<file path="src/design/ubxfp_pkg.sv">
// Shared types, codes and payload maps for the UBX frame parser.
// No dependencies; used by every module in the design folder.
package ubxfp_pkg;

    // Parse phases; codes 11..15 are never entered and behave as hunt
    typedef enum logic [3:0] {
        PH_HUNT     = 4'd0,
        PH_SYNC1    = 4'd1,
        PH_SYNC2    = 4'd2,
        PH_CLASS    = 4'd3,
        PH_ID       = 4'd4,
        PH_LEN_HI   = 4'd5,
        PH_PAYLOAD  = 4'd6,
        PH_ACKCLASS = 4'd7,
        PH_ACKID    = 4'd8,
        PH_CHECK2   = 4'd9,
        PH_ECHO     = 4'd10
    } t_phase;

    // Payload routing selected at the second length byte
    typedef enum logic [2:0] {
        RT_SKIP   = 3'd0,
        RT_POSLLH = 3'd1,
        RT_DOP    = 3'd2,
        RT_SOL    = 3'd3,
        RT_VELNED = 3'd4
    } t_route;

    // Protocol bytes
    localparam logic [7:0] SYNC_CHAR1   = 8'hB5;
    localparam logic [7:0] SYNC_CHAR2   = 8'h62;
    localparam logic [7:0] NMEA_START   = 8'h24;
    localparam logic [7:0] NMEA_LF      = 8'h0A;
    localparam logic [7:0] CLASS_NAV    = 8'h01;
    localparam logic [7:0] CLASS_ACK    = 8'h05;
    localparam logic [7:0] ID_ACK_ACK   = 8'h01;
    localparam logic [7:0] ID_POSLLH    = 8'h02;
    localparam logic [7:0] ID_DOP       = 8'h04;
    localparam logic [7:0] ID_SOL       = 8'h06;
    localparam logic [7:0] ID_VELNED    = 8'h12;

    // Expected payload lengths of routed NAV frames
    localparam logic [15:0] LEN_POSLLH  = 16'd28;
    localparam logic [15:0] LEN_DOP     = 16'd18;
    localparam logic [15:0] LEN_SOL     = 16'd52;
    localparam logic [15:0] LEN_VELNED  = 16'd36;

    // Configuration register indexes
    localparam logic [1:0] CFG_PASSTHRU  = 2'd0;
    localparam logic [1:0] CFG_HIGH_RATE = 2'd1;
    localparam logic [1:0] CFG_ECHO_LIM  = 2'd2;
    localparam logic [7:0] ECHO_LIM_RST  = 8'd128;

    // Store target codes
    localparam logic [3:0] TGT_TOW      = 4'd0;
    localparam logic [3:0] TGT_WEEK     = 4'd1;
    localparam logic [3:0] TGT_FIX      = 4'd2;
    localparam logic [3:0] TGT_NUMSV    = 4'd3;
    localparam logic [3:0] TGT_HDOP     = 4'd4;
    localparam logic [3:0] TGT_LON      = 4'd5;
    localparam logic [3:0] TGT_LAT      = 4'd6;
    localparam logic [3:0] TGT_HMSL     = 4'd7;
    localparam logic [3:0] TGT_VELD     = 4'd8;
    localparam logic [3:0] TGT_AIRSPD   = 4'd9;
    localparam logic [3:0] TGT_GSPEED   = 4'd10;
    localparam logic [3:0] TGT_HEADING  = 4'd11;
    localparam logic [3:0] TGT_ACKCLASS = 4'd12;
    localparam logic [3:0] TGT_ACKID    = 4'd13;

    typedef struct packed {
        logic       passthru;
        logic       high_rate;
        logic [7:0] echo_limit;
    } t_cfg;

    typedef struct packed {
        logic       hit;
        logic [3:0] target;
        logic [1:0] lane;
    } t_map_entry;

    // One result item
    typedef struct packed {
        logic       echo_valid;
        logic [7:0] echo_byte;
        logic       store_valid;
        logic [3:0] store_target;
        logic [1:0] store_lane;
        logic [7:0] store_byte;
        logic       frame_end;
        logic       checksum_ok;
        logic [7:0] frame_class;
        logic [7:0] frame_id;
        logic       nav_trigger;
    } t_result;

    // Payload offset to target/lane maps; offsets past the frame miss
    function automatic t_map_entry map_lookup(input t_route route, input logic [5:0] off);
        t_map_entry e;
        e.hit    = 1'b0;
        e.target = TGT_TOW;
        e.lane   = off[1:0];
        unique case (route)
            RT_POSLLH: begin
                if (off[5:2] == 4'd1) begin
                    e.hit = 1'b1; e.target = TGT_LON;
                end else if (off[5:2] == 4'd2) begin
                    e.hit = 1'b1; e.target = TGT_LAT;
                end else if (off[5:2] == 4'd4) begin
                    e.hit = 1'b1; e.target = TGT_HMSL;
                end
            end
            RT_DOP: begin
                if (off == 6'd12 || off == 6'd13) begin
                    e.hit = 1'b1; e.target = TGT_HDOP; e.lane = {1'b0, off[0]};
                end
            end
            RT_SOL: begin
                if (off[5:2] == 4'd0) begin
                    e.hit = 1'b1; e.target = TGT_TOW;
                end else if (off == 6'd8 || off == 6'd9) begin
                    e.hit = 1'b1; e.target = TGT_WEEK; e.lane = {1'b0, off[0]};
                end else if (off == 6'd10) begin
                    e.hit = 1'b1; e.target = TGT_FIX; e.lane = 2'd0;
                end else if (off == 6'd47) begin
                    e.hit = 1'b1; e.target = TGT_NUMSV; e.lane = 2'd0;
                end
            end
            RT_VELNED: begin
                if (off[5:2] == 4'd3) begin
                    e.hit = 1'b1; e.target = TGT_VELD;
                end else if (off[5:2] == 4'd4) begin
                    e.hit = 1'b1; e.target = TGT_AIRSPD;
                end else if (off[5:2] == 4'd5) begin
                    e.hit = 1'b1; e.target = TGT_GSPEED;
                end else if (off[5:2] == 4'd6) begin
                    e.hit = 1'b1; e.target = TGT_HEADING;
                end
            end
            default: begin
                e.hit = 1'b0;
            end
        endcase
        return e;
    endfunction

endpackage

</file>
<file path="src/design/ubxfp_parser.sv">
// Byte-wise UBX/NMEA parse state machine and result decode.
// Depends on ubxfp_pkg (phase/route enums, map_lookup, protocol codes).
module ubxfp_parser (
    input  logic               i_clk,
    input  logic               i_rst_n,
    input  logic               i_accept,
    input  logic [7:0]         i_rx_byte,
    input  ubxfp_pkg::t_cfg    i_cfg,
    output ubxfp_pkg::t_result o_result
);

    ubxfp_pkg::t_phase r_phase, n_phase;
    ubxfp_pkg::t_route r_route, n_route;
    logic [7:0]  r_echo_count, n_echo_count;
    logic [15:0] r_bytes_left, n_bytes_left;
    logic [5:0]  r_store_offset, n_store_offset;
    logic [7:0]  r_sum_a, n_sum_a;
    logic [7:0]  r_sum_b, n_sum_b;
    logic [7:0]  r_first_check, n_first_check;
    logic [7:0]  r_class, n_class;
    logic [7:0]  r_id, n_id;

    logic [7:0] w_sum_a_add;
    logic [7:0] w_sum_b_add;
    logic       w_hunt;
    logic       w_echo_start;
    logic       w_echo_now;
    logic [7:0] w_count_base;
    logic [7:0] w_count_dec;
    logic       w_check_ok;
    ubxfp_pkg::t_map_entry w_map;

    // Fletcher running sums with the current byte folded in
    assign w_sum_a_add = r_sum_a + i_rx_byte;
    assign w_sum_b_add = r_sum_b + w_sum_a_add;

    // Any phase code outside the parse/echo set behaves as hunt
    assign w_hunt = (r_phase == ubxfp_pkg::PH_HUNT) || (r_phase > ubxfp_pkg::PH_ECHO);

    // Echo control: '$' opens a line when both enables are set
    assign w_echo_start = w_hunt && (i_rx_byte != ubxfp_pkg::SYNC_CHAR1)
                        && i_cfg.passthru && i_cfg.high_rate
                        && (i_rx_byte == ubxfp_pkg::NMEA_START);
    assign w_echo_now   = w_echo_start || (r_phase == ubxfp_pkg::PH_ECHO);
    assign w_count_base = w_echo_start
                        ? ((i_cfg.echo_limit == 8'd0) ? 8'd1 : i_cfg.echo_limit)
                        : r_echo_count;
    assign w_count_dec  = w_count_base - 8'd1;

    assign w_map      = ubxfp_pkg::map_lookup(r_route, r_store_offset);
    assign w_check_ok = (r_first_check == r_sum_a) && (i_rx_byte == r_sum_b);

    // Next-state and datapath update
    always_comb begin
        n_phase        = r_phase;
        n_route        = r_route;
        n_echo_count   = r_echo_count;
        n_bytes_left   = r_bytes_left;
        n_store_offset = r_store_offset;
        n_sum_a        = r_sum_a;
        n_sum_b        = r_sum_b;
        n_first_check  = r_first_check;
        n_class        = r_class;
        n_id           = r_id;
        unique case (r_phase)
            ubxfp_pkg::PH_SYNC1: begin
                if (i_rx_byte == ubxfp_pkg::SYNC_CHAR2) begin
                    n_store_offset = 6'd0;
                    n_phase        = ubxfp_pkg::PH_SYNC2;
                end else begin
                    n_phase = ubxfp_pkg::PH_HUNT;
                end
            end
            ubxfp_pkg::PH_SYNC2: begin
                // sums restart at the class byte
                n_class = i_rx_byte;
                n_sum_a = i_rx_byte;
                n_sum_b = i_rx_byte;
                n_phase = ubxfp_pkg::PH_CLASS;
            end
            ubxfp_pkg::PH_CLASS: begin
                n_id    = i_rx_byte;
                n_sum_a = w_sum_a_add;
                n_sum_b = w_sum_b_add;
                n_phase = ubxfp_pkg::PH_ID;
            end
            ubxfp_pkg::PH_ID: begin
                n_bytes_left = {8'd0, i_rx_byte};
                n_sum_a      = w_sum_a_add;
                n_sum_b      = w_sum_b_add;
                n_phase      = ubxfp_pkg::PH_LEN_HI;
            end
            ubxfp_pkg::PH_LEN_HI: begin
                n_bytes_left = {i_rx_byte, r_bytes_left[7:0]};
                n_sum_a      = w_sum_a_add;
                n_sum_b      = w_sum_b_add;
                n_route      = ubxfp_pkg::RT_SKIP;
                n_phase      = ubxfp_pkg::PH_PAYLOAD;
                if (r_class == ubxfp_pkg::CLASS_NAV) begin
                    // routed NAV frame with a wrong length drops back to hunt
                    if (r_id == ubxfp_pkg::ID_POSLLH) begin
                        if (n_bytes_left == ubxfp_pkg::LEN_POSLLH) begin
                            n_route = ubxfp_pkg::RT_POSLLH;
                        end else begin
                            n_phase = ubxfp_pkg::PH_HUNT;
                        end
                    end else if (r_id == ubxfp_pkg::ID_DOP) begin
                        if (n_bytes_left == ubxfp_pkg::LEN_DOP) begin
                            n_route = ubxfp_pkg::RT_DOP;
                        end else begin
                            n_phase = ubxfp_pkg::PH_HUNT;
                        end
                    end else if (r_id == ubxfp_pkg::ID_SOL) begin
                        if (n_bytes_left == ubxfp_pkg::LEN_SOL) begin
                            n_route = ubxfp_pkg::RT_SOL;
                        end else begin
                            n_phase = ubxfp_pkg::PH_HUNT;
                        end
                    end else if (r_id == ubxfp_pkg::ID_VELNED) begin
                        if (n_bytes_left == ubxfp_pkg::LEN_VELNED) begin
                            n_route = ubxfp_pkg::RT_VELNED;
                        end else begin
                            n_phase = ubxfp_pkg::PH_HUNT;
                        end
                    end
                end else if (r_class == ubxfp_pkg::CLASS_ACK) begin
                    n_phase = (r_id <= ubxfp_pkg::ID_ACK_ACK)
                            ? ubxfp_pkg::PH_ACKCLASS : ubxfp_pkg::PH_HUNT;
                end
            end
            ubxfp_pkg::PH_PAYLOAD: begin
                if (r_bytes_left != 16'd0) begin
                    if (r_route != ubxfp_pkg::RT_SKIP) begin
                        n_store_offset = r_store_offset + 6'd1;
                    end
                    n_sum_a      = w_sum_a_add;
                    n_sum_b      = w_sum_b_add;
                    n_bytes_left = r_bytes_left - 16'd1;
                end else begin
                    n_first_check = i_rx_byte;
                    n_phase       = ubxfp_pkg::PH_CHECK2;
                end
            end
            ubxfp_pkg::PH_ACKCLASS: begin
                n_sum_a = w_sum_a_add;
                n_sum_b = w_sum_b_add;
                n_phase = ubxfp_pkg::PH_ACKID;
            end
            ubxfp_pkg::PH_ACKID: begin
                // ACK payload is always two bytes, then the checksum pair
                n_sum_a      = w_sum_a_add;
                n_sum_b      = w_sum_b_add;
                n_bytes_left = 16'd0;
                n_route      = ubxfp_pkg::RT_SKIP;
                n_phase      = ubxfp_pkg::PH_PAYLOAD;
            end
            ubxfp_pkg::PH_CHECK2: begin
                n_phase = ubxfp_pkg::PH_HUNT;
            end
            ubxfp_pkg::PH_ECHO: begin
                n_phase = ubxfp_pkg::PH_ECHO;
            end
            default: begin
                if (i_rx_byte == ubxfp_pkg::SYNC_CHAR1) begin
                    n_phase = ubxfp_pkg::PH_SYNC1;
                end else if (w_echo_start) begin
                    n_phase = ubxfp_pkg::PH_ECHO;
                end
            end
        endcase
        // echo line ends at LF or when the byte budget runs out
        if (w_echo_now) begin
            n_echo_count = w_count_dec;
            if (i_rx_byte == ubxfp_pkg::NMEA_LF || w_count_dec == 8'd0) begin
                n_phase = ubxfp_pkg::PH_HUNT;
            end
        end
    end

    // Result decode for the current byte
    always_comb begin
        o_result = '0;
        if (w_echo_now) begin
            o_result.echo_valid = 1'b1;
            o_result.echo_byte  = i_rx_byte;
        end
        unique case (r_phase)
            ubxfp_pkg::PH_PAYLOAD: begin
                if (r_bytes_left != 16'd0 && w_map.hit) begin
                    o_result.store_valid  = 1'b1;
                    o_result.store_target = w_map.target;
                    o_result.store_lane   = w_map.lane;
                    o_result.store_byte   = i_rx_byte;
                end
            end
            ubxfp_pkg::PH_ACKCLASS: begin
                o_result.store_valid  = 1'b1;
                o_result.store_target = ubxfp_pkg::TGT_ACKCLASS;
                o_result.store_byte   = i_rx_byte;
            end
            ubxfp_pkg::PH_ACKID: begin
                o_result.store_valid  = 1'b1;
                o_result.store_target = ubxfp_pkg::TGT_ACKID;
                o_result.store_byte   = i_rx_byte;
            end
            ubxfp_pkg::PH_CHECK2: begin
                o_result.frame_end   = 1'b1;
                o_result.checksum_ok = w_check_ok;
                o_result.frame_class = r_class;
                o_result.frame_id    = r_id;
                o_result.nav_trigger = w_check_ok && (r_id == ubxfp_pkg::ID_VELNED);
            end
            default: begin
                o_result.store_valid = 1'b0;
            end
        endcase
    end

    // State registers advance on each accepted byte
    always_ff @(posedge i_clk) begin
        if (!i_rst_n) begin
            r_phase        <= ubxfp_pkg::PH_HUNT;
            r_route        <= ubxfp_pkg::RT_SKIP;
            r_echo_count   <= 8'd0;
            r_bytes_left   <= 16'd0;
            r_store_offset <= 6'd0;
            r_sum_a        <= 8'd0;
            r_sum_b        <= 8'd0;
            r_first_check  <= 8'd0;
            r_class        <= 8'd0;
            r_id           <= 8'd0;
        end else if (i_accept) begin
            r_phase        <= n_phase;
            r_route        <= n_route;
            r_echo_count   <= n_echo_count;
            r_bytes_left   <= n_bytes_left;
            r_store_offset <= n_store_offset;
            r_sum_a        <= n_sum_a;
            r_sum_b        <= n_sum_b;
            r_first_check  <= n_first_check;
            r_class        <= n_class;
            r_id           <= n_id;
        end
    end

endmodule

</file>
<file path="src/design/ubxfp_out_skid.sv">
// Result register with one skid entry between parser and output channel.
// Depends on ubxfp_pkg (t_result).
module ubxfp_out_skid (
    input  logic               i_clk,
    input  logic               i_rst_n,
    input  logic               i_load,
    input  ubxfp_pkg::t_result i_result,
    input  logic               i_stall,
    output logic               o_full,
    output logic               o_valid,
    output ubxfp_pkg::t_result o_result
);

    logic               r_out_valid;
    logic               r_skid_valid;
    ubxfp_pkg::t_result r_out;
    ubxfp_pkg::t_result r_skid;
    logic               w_out_fire;

    assign w_out_fire = r_out_valid && !i_stall;

    // Valid bits: skid fills only when output is held
    always_ff @(posedge i_clk) begin
        if (!i_rst_n) begin
            r_out_valid  <= 1'b0;
            r_skid_valid <= 1'b0;
        end else if (r_skid_valid) begin
            if (w_out_fire) begin
                r_skid_valid <= 1'b0;
            end
        end else if (i_load) begin
            if (r_out_valid && !w_out_fire) begin
                r_skid_valid <= 1'b1;
            end else begin
                r_out_valid <= 1'b1;
            end
        end else if (w_out_fire) begin
            r_out_valid <= 1'b0;
        end
    end

    // Payload registers
    always_ff @(posedge i_clk) begin
        if (r_skid_valid) begin
            if (w_out_fire) begin
                r_out <= r_skid;
            end
        end else if (i_load) begin
            if (r_out_valid && !w_out_fire) begin
                r_skid <= i_result;
            end else begin
                r_out <= i_result;
            end
        end
    end

    assign o_full   = r_skid_valid;
    assign o_valid  = r_out_valid;
    assign o_result = r_out;

endmodule

</file>
<file path="src/design/ubx_frame_parser_core.sv">
// UBX binary frame parser with NMEA echo; top level over ubxfp_parser and ubxfp_out_skid.
// A byte's result is registered: output register, or skid entry while the output is held.
// Throughput: one byte per cycle; the input stalls only when the skid entry is full.
// Reset (synchronous, active low): hunt phase, empty output, config to defaults.
// Depends on ubxfp_pkg.
module ubx_frame_parser_core (
    input  logic       i_clk,
    input  logic       i_rst_n,
    // config write port
    input  logic       i_cfg_we,
    input  logic [1:0] i_cfg_index,
    input  logic [7:0] i_cfg_data,
    // byte input channel
    input  logic       i_valid,
    output logic       o_stall,
    input  logic [7:0] i_rx_byte,
    // result channel
    output logic       o_valid,
    input  logic       i_stall,
    output logic       o_echo_valid,
    output logic [7:0] o_echo_byte,
    output logic       o_store_valid,
    output logic [3:0] o_store_target,
    output logic [1:0] o_store_lane,
    output logic [7:0] o_store_byte,
    output logic       o_frame_end,
    output logic       o_checksum_ok,
    output logic [7:0] o_frame_class,
    output logic [7:0] o_frame_id,
    output logic       o_nav_trigger
);

    ubxfp_pkg::t_cfg    r_cfg;
    ubxfp_pkg::t_result w_result;
    ubxfp_pkg::t_result w_out;
    logic               w_full;
    logic               w_accept;

    // Configuration registers
    always_ff @(posedge i_clk) begin
        if (!i_rst_n) begin
            r_cfg.passthru   <= 1'b0;
            r_cfg.high_rate  <= 1'b0;
            r_cfg.echo_limit <= ubxfp_pkg::ECHO_LIM_RST;
        end else if (i_cfg_we) begin
            unique case (i_cfg_index)
                ubxfp_pkg::CFG_PASSTHRU:  r_cfg.passthru   <= i_cfg_data[0];
                ubxfp_pkg::CFG_HIGH_RATE: r_cfg.high_rate  <= i_cfg_data[0];
                ubxfp_pkg::CFG_ECHO_LIM:  r_cfg.echo_limit <= i_cfg_data;
                default: begin
                    r_cfg <= r_cfg;
                end
            endcase
        end
    end

    // Input transfer
    assign o_stall  = w_full;
    assign w_accept = i_valid && !w_full;

    ubxfp_parser u_parser (
        .i_clk     (i_clk),
        .i_rst_n   (i_rst_n),
        .i_accept  (w_accept),
        .i_rx_byte (i_rx_byte),
        .i_cfg     (r_cfg),
        .o_result  (w_result)
    );

    ubxfp_out_skid u_out (
        .i_clk    (i_clk),
        .i_rst_n  (i_rst_n),
        .i_load   (w_accept),
        .i_result (w_result),
        .i_stall  (i_stall),
        .o_full   (w_full),
        .o_valid  (o_valid),
        .o_result (w_out)
    );

    // Output fields
    assign o_echo_valid   = w_out.echo_valid;
    assign o_echo_byte    = w_out.echo_byte;
    assign o_store_valid  = w_out.store_valid;
    assign o_store_target = w_out.store_target;
    assign o_store_lane   = w_out.store_lane;
    assign o_store_byte   = w_out.store_byte;
    assign o_frame_end    = w_out.frame_end;
    assign o_checksum_ok  = w_out.checksum_ok;
    assign o_frame_class  = w_out.frame_class;
    assign o_frame_id     = w_out.frame_id;
    assign o_nav_trigger  = w_out.nav_trigger;

    // Input stalls only behind a held result
    a_stall_needs_result: assert property (@(posedge i_clk) disable iff (!i_rst_n)
        o_stall |-> o_valid)
        else $error("input stalled with no result held");

    // Skid fills only after a stalled result
    a_stall_rise_cause: assert property (@(posedge i_clk) disable iff (!i_rst_n)
        $rose(o_stall) |-> $past(o_valid && i_stall))
        else $error("skid filled without output stall");

    // Echo and store never come from the same byte
    a_echo_store_excl: assert property (@(posedge i_clk) disable iff (!i_rst_n)
        o_valid |-> !(o_echo_valid && o_store_valid))
        else $error("echo and store on one byte");

    // Navigation trigger only on a good VELNED-id frame end
    a_nav_trigger: assert property (@(posedge i_clk) disable iff (!i_rst_n)
        (o_valid && o_nav_trigger) |-> (o_frame_end && o_checksum_ok
                                        && o_frame_id == ubxfp_pkg::ID_VELNED))
        else $error("nav trigger without good frame end");

endmodule

</file>
<file path="config.mk">
export PLATFORM = sky130hd
export DESIGN_NAME = ubx_frame_parser_core
export DESIGN_NICKNAME = d
export VERILOG_FILES = /design/src/design/ubxfp_pkg.sv /design/src/design/ubxfp_parser.sv /design/src/design/ubxfp_out_skid.sv /design/src/design/ubx_frame_parser_core.sv
export SDC_FILE = /design/constraint.sdc
export NUM_CORES = 1
export LEC_CHECK = 0
export ABC_AREA = 1
export ABC_CLOCK_PERIOD_IN_PS = 4750
export BUFFER_PORTS_ARGS = -buffer_cell sky130_fd_sc_hd__buf_2
export CELL_PAD_IN_SITES_DETAIL_PLACEMENT = 1
export CELL_PAD_IN_SITES_GLOBAL_PLACEMENT = 1
export CORE_MARGIN = 5
export CORE_UTILIZATION = 45
export DETAILED_ROUTE_END_ITERATION = 12
export PLACE_DENSITY_LB_ADDON = 0.15
export SLEW_MARGIN = 10
export SYNTH_ARGS = -nofsm -noshare
export SYNTH_HDL_FRONTEND = slang
export SYNTH_SLANG_ARGS = --single-unit
</file>
<file path="constraint.sdc">
create_clock -name i_clk -period 4.75 [get_ports i_clk]
set_input_delay 0.475 -clock i_clk [delete_from_list [all_inputs] [get_ports i_clk]]
set_output_delay 0.475 -clock i_clk [all_outputs]
set_load 0.02 [all_outputs]
</file>
==> impl_metrics.ini <==
[routing]
drt_first_pass_iters = 5
ant_nets = 0
routed_wl_um = 25900
wl_per_cell_um = 17.1
dr_total_vias = 8037
drc = 0
detail_route.iter0.violations = 462
viasPerCell = 5.32

[die]
die_x_um = 153
rows = 52
coreArea_mm2 = 0.0201
ioPinCount = 68
fp.dieH_um = 153
die_area_mm2 = 0.0233
start_util_pct = 45.5

[worst_setup_path]
crit_chain = ha_1 -> fa_1 -> xor2_1 -> ha_1 -> a21oi_1 -> nand2_1 -> nand2_1 -> nand2_1 -> a21oi_1 -> nor2_1 -> o21ai_0 -> nand2_1 -> nand2_1 -> nand3_1 -> nor2_1 -> nor2_1 -> nand2_1 -> a21oi_1
r2r-start = u_parser.r_sum_a[0]
cp_top_family = adder cells
required_ns = 5.02
end_kind = flip-flop
crit_buf_inv = 0
start_kind = flip-flop
slowest_stage = fa_1
crit_arrival_ns = 3.34
critPathKind = reg -> reg
cpPeakStageDelay_ns = 0.40
cp-startpoint = u_parser.r_sum_a[0]
crit_top_cell = nand2_1
crit_fanout = 4

[pwr]
p_sw_share_pct = 27.1
power.static_leakage_nw = 4.36
peakVddDrop_mv = 0.245
clkPwrFrac_pct = 43.7
switching_power_mw = 0.887
pwr-share-comb_pct = 6.5
seqPwrFrac_pct = 49.8
p_int_mw = 2.39
power_density_mw_per_mm2 = 317

[clocking]
cts-root-buf = clkbuf_16
cts_tree = done
cts_inserted_buffers = 17
cts_htree_levels = 4
clkTransAtPathRegs_ns = 0.08
hold_buffers = 0
post_cts.repair.setup_buffers = 0
cts_resized = 0
clkSinkCount = 175
insertion_delay_ns = 0.44
clockBufferDepth = 2

[sta]
fmax_mhz = 326
grt_setup_unrepaired = no
period_share_pct = 64.5
tightest_slew_ns = 1.24
finalClockSkew_ns = 0.0152
setup_viol = 0
fin_tns_setup_ns = 0
slew_headroom_pct = 17.3
slew_viol_final = 0
hold_viol_final = 0
min_period_ns = 3.07

[logic_synthesis]
synth-async-reset-ratio_pct = 0
synth.distinct_cells = 50
synth_edf_count = 86
ys_seq_area_share_pct = 47.7
syn_inst = 1171
yosys_warnings = 0
syn_area_mm2 = 0.00915
synth_top_area_share_pct = 28.2
netlist.top_cell.by_area = edfxtp_1
ys_top_cells_by_area = edfxtp_1 (28%), dfxtp_1 (19%), nand2_1 (11%)
synth-seq-cells = 175
syn_avg_cell_area_um2 = 7.81
synth_nets = 1218
synthFlopType = dfxtp_1

[final_layout]
final_common_cell = nand2_1
drive_gt1_share_pct = 12.0
n_antenna_cell = 0
nets = 1275
syn2layout_area_growth_pct = 13.1
layoutNonFillerInstCount = 1511
mostFrequentLayoutCells = nand2_1 (271), nor2_1 (148), inv_1 (141), dfxtp_1 (89), edfxtp_1 (86)

[grt]
antenna_found_initial = 0
overflow = 0
grt_max_degree = 57
grt_pass1_wl_um = 42800
grt_pass1_vias = 8437
grt_usage_pct = 22.4

[job]
max-cap-violations = 0

[placed_design]
gp_congestion = 0.872
place_inst = 1479
dp.final_hpwl_um = 18600
port_buffers = 67

[outcome]
outcome = complete, no violations

[worst_hold_path]
hp-start = i_cfg_data[5]
hp-class = in -> reg
power groups by stage:
stage | sequential, mW | combinational, mW | clock, mW
5_1_grt | 1.64 | 0.231 | 1.52
4_1_cts | 1.63 | 0.215 | 1.45
6_report | 1.63 | 0.212 | 1.43
3_5_place_dp | 1.67 | 0.214 | 0
3_3_place_gp | 1.67 | 0.209 | 0
2_1_floorplan | 1.70 | 0.0956 | 0
through the flow:
stage	setup WS [ns]	hold slack [ns]	cell area [um^2]	power [mW]	util [%]
finish	1.68	0.260	10300	3.28	51.5
CTS	1.66	0.254	10300	3.30	51.5
global route	1.36	0.275	10300	3.39	51.5
global placement	1.49	0.461	9740	1.87	48.4
detailed placement	1.31	0.450	9740	1.88	48.4
floorplan	1.25	0.423	9150	1.80	-
worst paths after layout:
path / end / slack [ns] / cells after the start
min: r_cfg[5] / 0.26 / 3
min reg2reg: u_parser.r_echo_count[1] / 0.46 / 2
max reg2reg: u_parser.r_sum_b[7] / 1.68 / 18
max: u_parser.r_sum_b[7] / 1.68 / 18
cell type report:
cell class	count	area (um^2)
fillers	2506	9760
flip-flops and latches	175	4360
multi-input cells	805	4070
inverters	156	588
clock buffers	17	425
repair buffers	73	380
well taps	270	338
clock inverters	15	184
state kept, by name (all words and copies together) (netlist names), 3 cells and up:
| name | count |
|---|---|
| u_parser.r_echo_count | 8 |
| u_out.o_result | 43 |
| u_parser.r_route | 3 |
| u_parser.r_id | 8 |
| u_parser.r_bytes_left | 16 |
| u_parser.r_store_offset | 6 |
| u_parser.r_sum_b | 8 |
| u_parser.r_first_check | 8 |
| u_parser.r_class | 8 |
| u_parser.r_phase | 4 |
| r_cfg | 10 |
| u_parser.r_sum_a | 8 |
| u_out.r_skid | 43 |
cells in the mapped netlist, types with 3 or more instances:
cell / n
nor2_2: 4
clkinv_1: 3
o211ai_1: 5
a31oi_1: 10
buf_2: 4
o21ai_0: 79
nor2_1: 149
inv_2: 11
nand3_2: 4
a211oi_1: 6
clkbuf_1: 29
nand3_1: 43
xor2_1: 15
a21oi_1: 85
nand2_1: 271
edfxtp_1: 86
o21bai_1: 4
nor4_1: 9
a221oi_1: 4
o22ai_1: 13
ha_1: 22
xnor2_1: 6
nor2_4: 3
a21oi_2: 3
dfxtp_1: 89
nand2_2: 9
nand4_1: 11
a311oi_1: 3
inv_1: 141
nor3_1: 21
worst min-delay path: stages:
cell    delay [ns]
buf_2         0.08
nor2_1        0.03
nor2_1        0.08
per-layer routing:
layer	wire (um)	part of all wire, %	global-route usage [%]	vias up
met2	12300	48	38.3	161
met1	11800	46	29.0	3841
met5	0	0	0	-
met3	1100	4.3	3.55	36
li1	-	-	-	3999
met4	617	2.4	7.76	0
cell families after synthesis:
group	after synthesis	share of synthesized area (%)
DFF	175	47.7
xor gates and xnor gates	21	2.01
and+or+nand+nor	536	25.0
muxes	1	0.123
adders and majority gates	24	3.45
AOI/OAI and AO/OA	223	13.7
buffers and inverters	191	8.00
No activity file was read; power rests on OpenSTA's default activity.
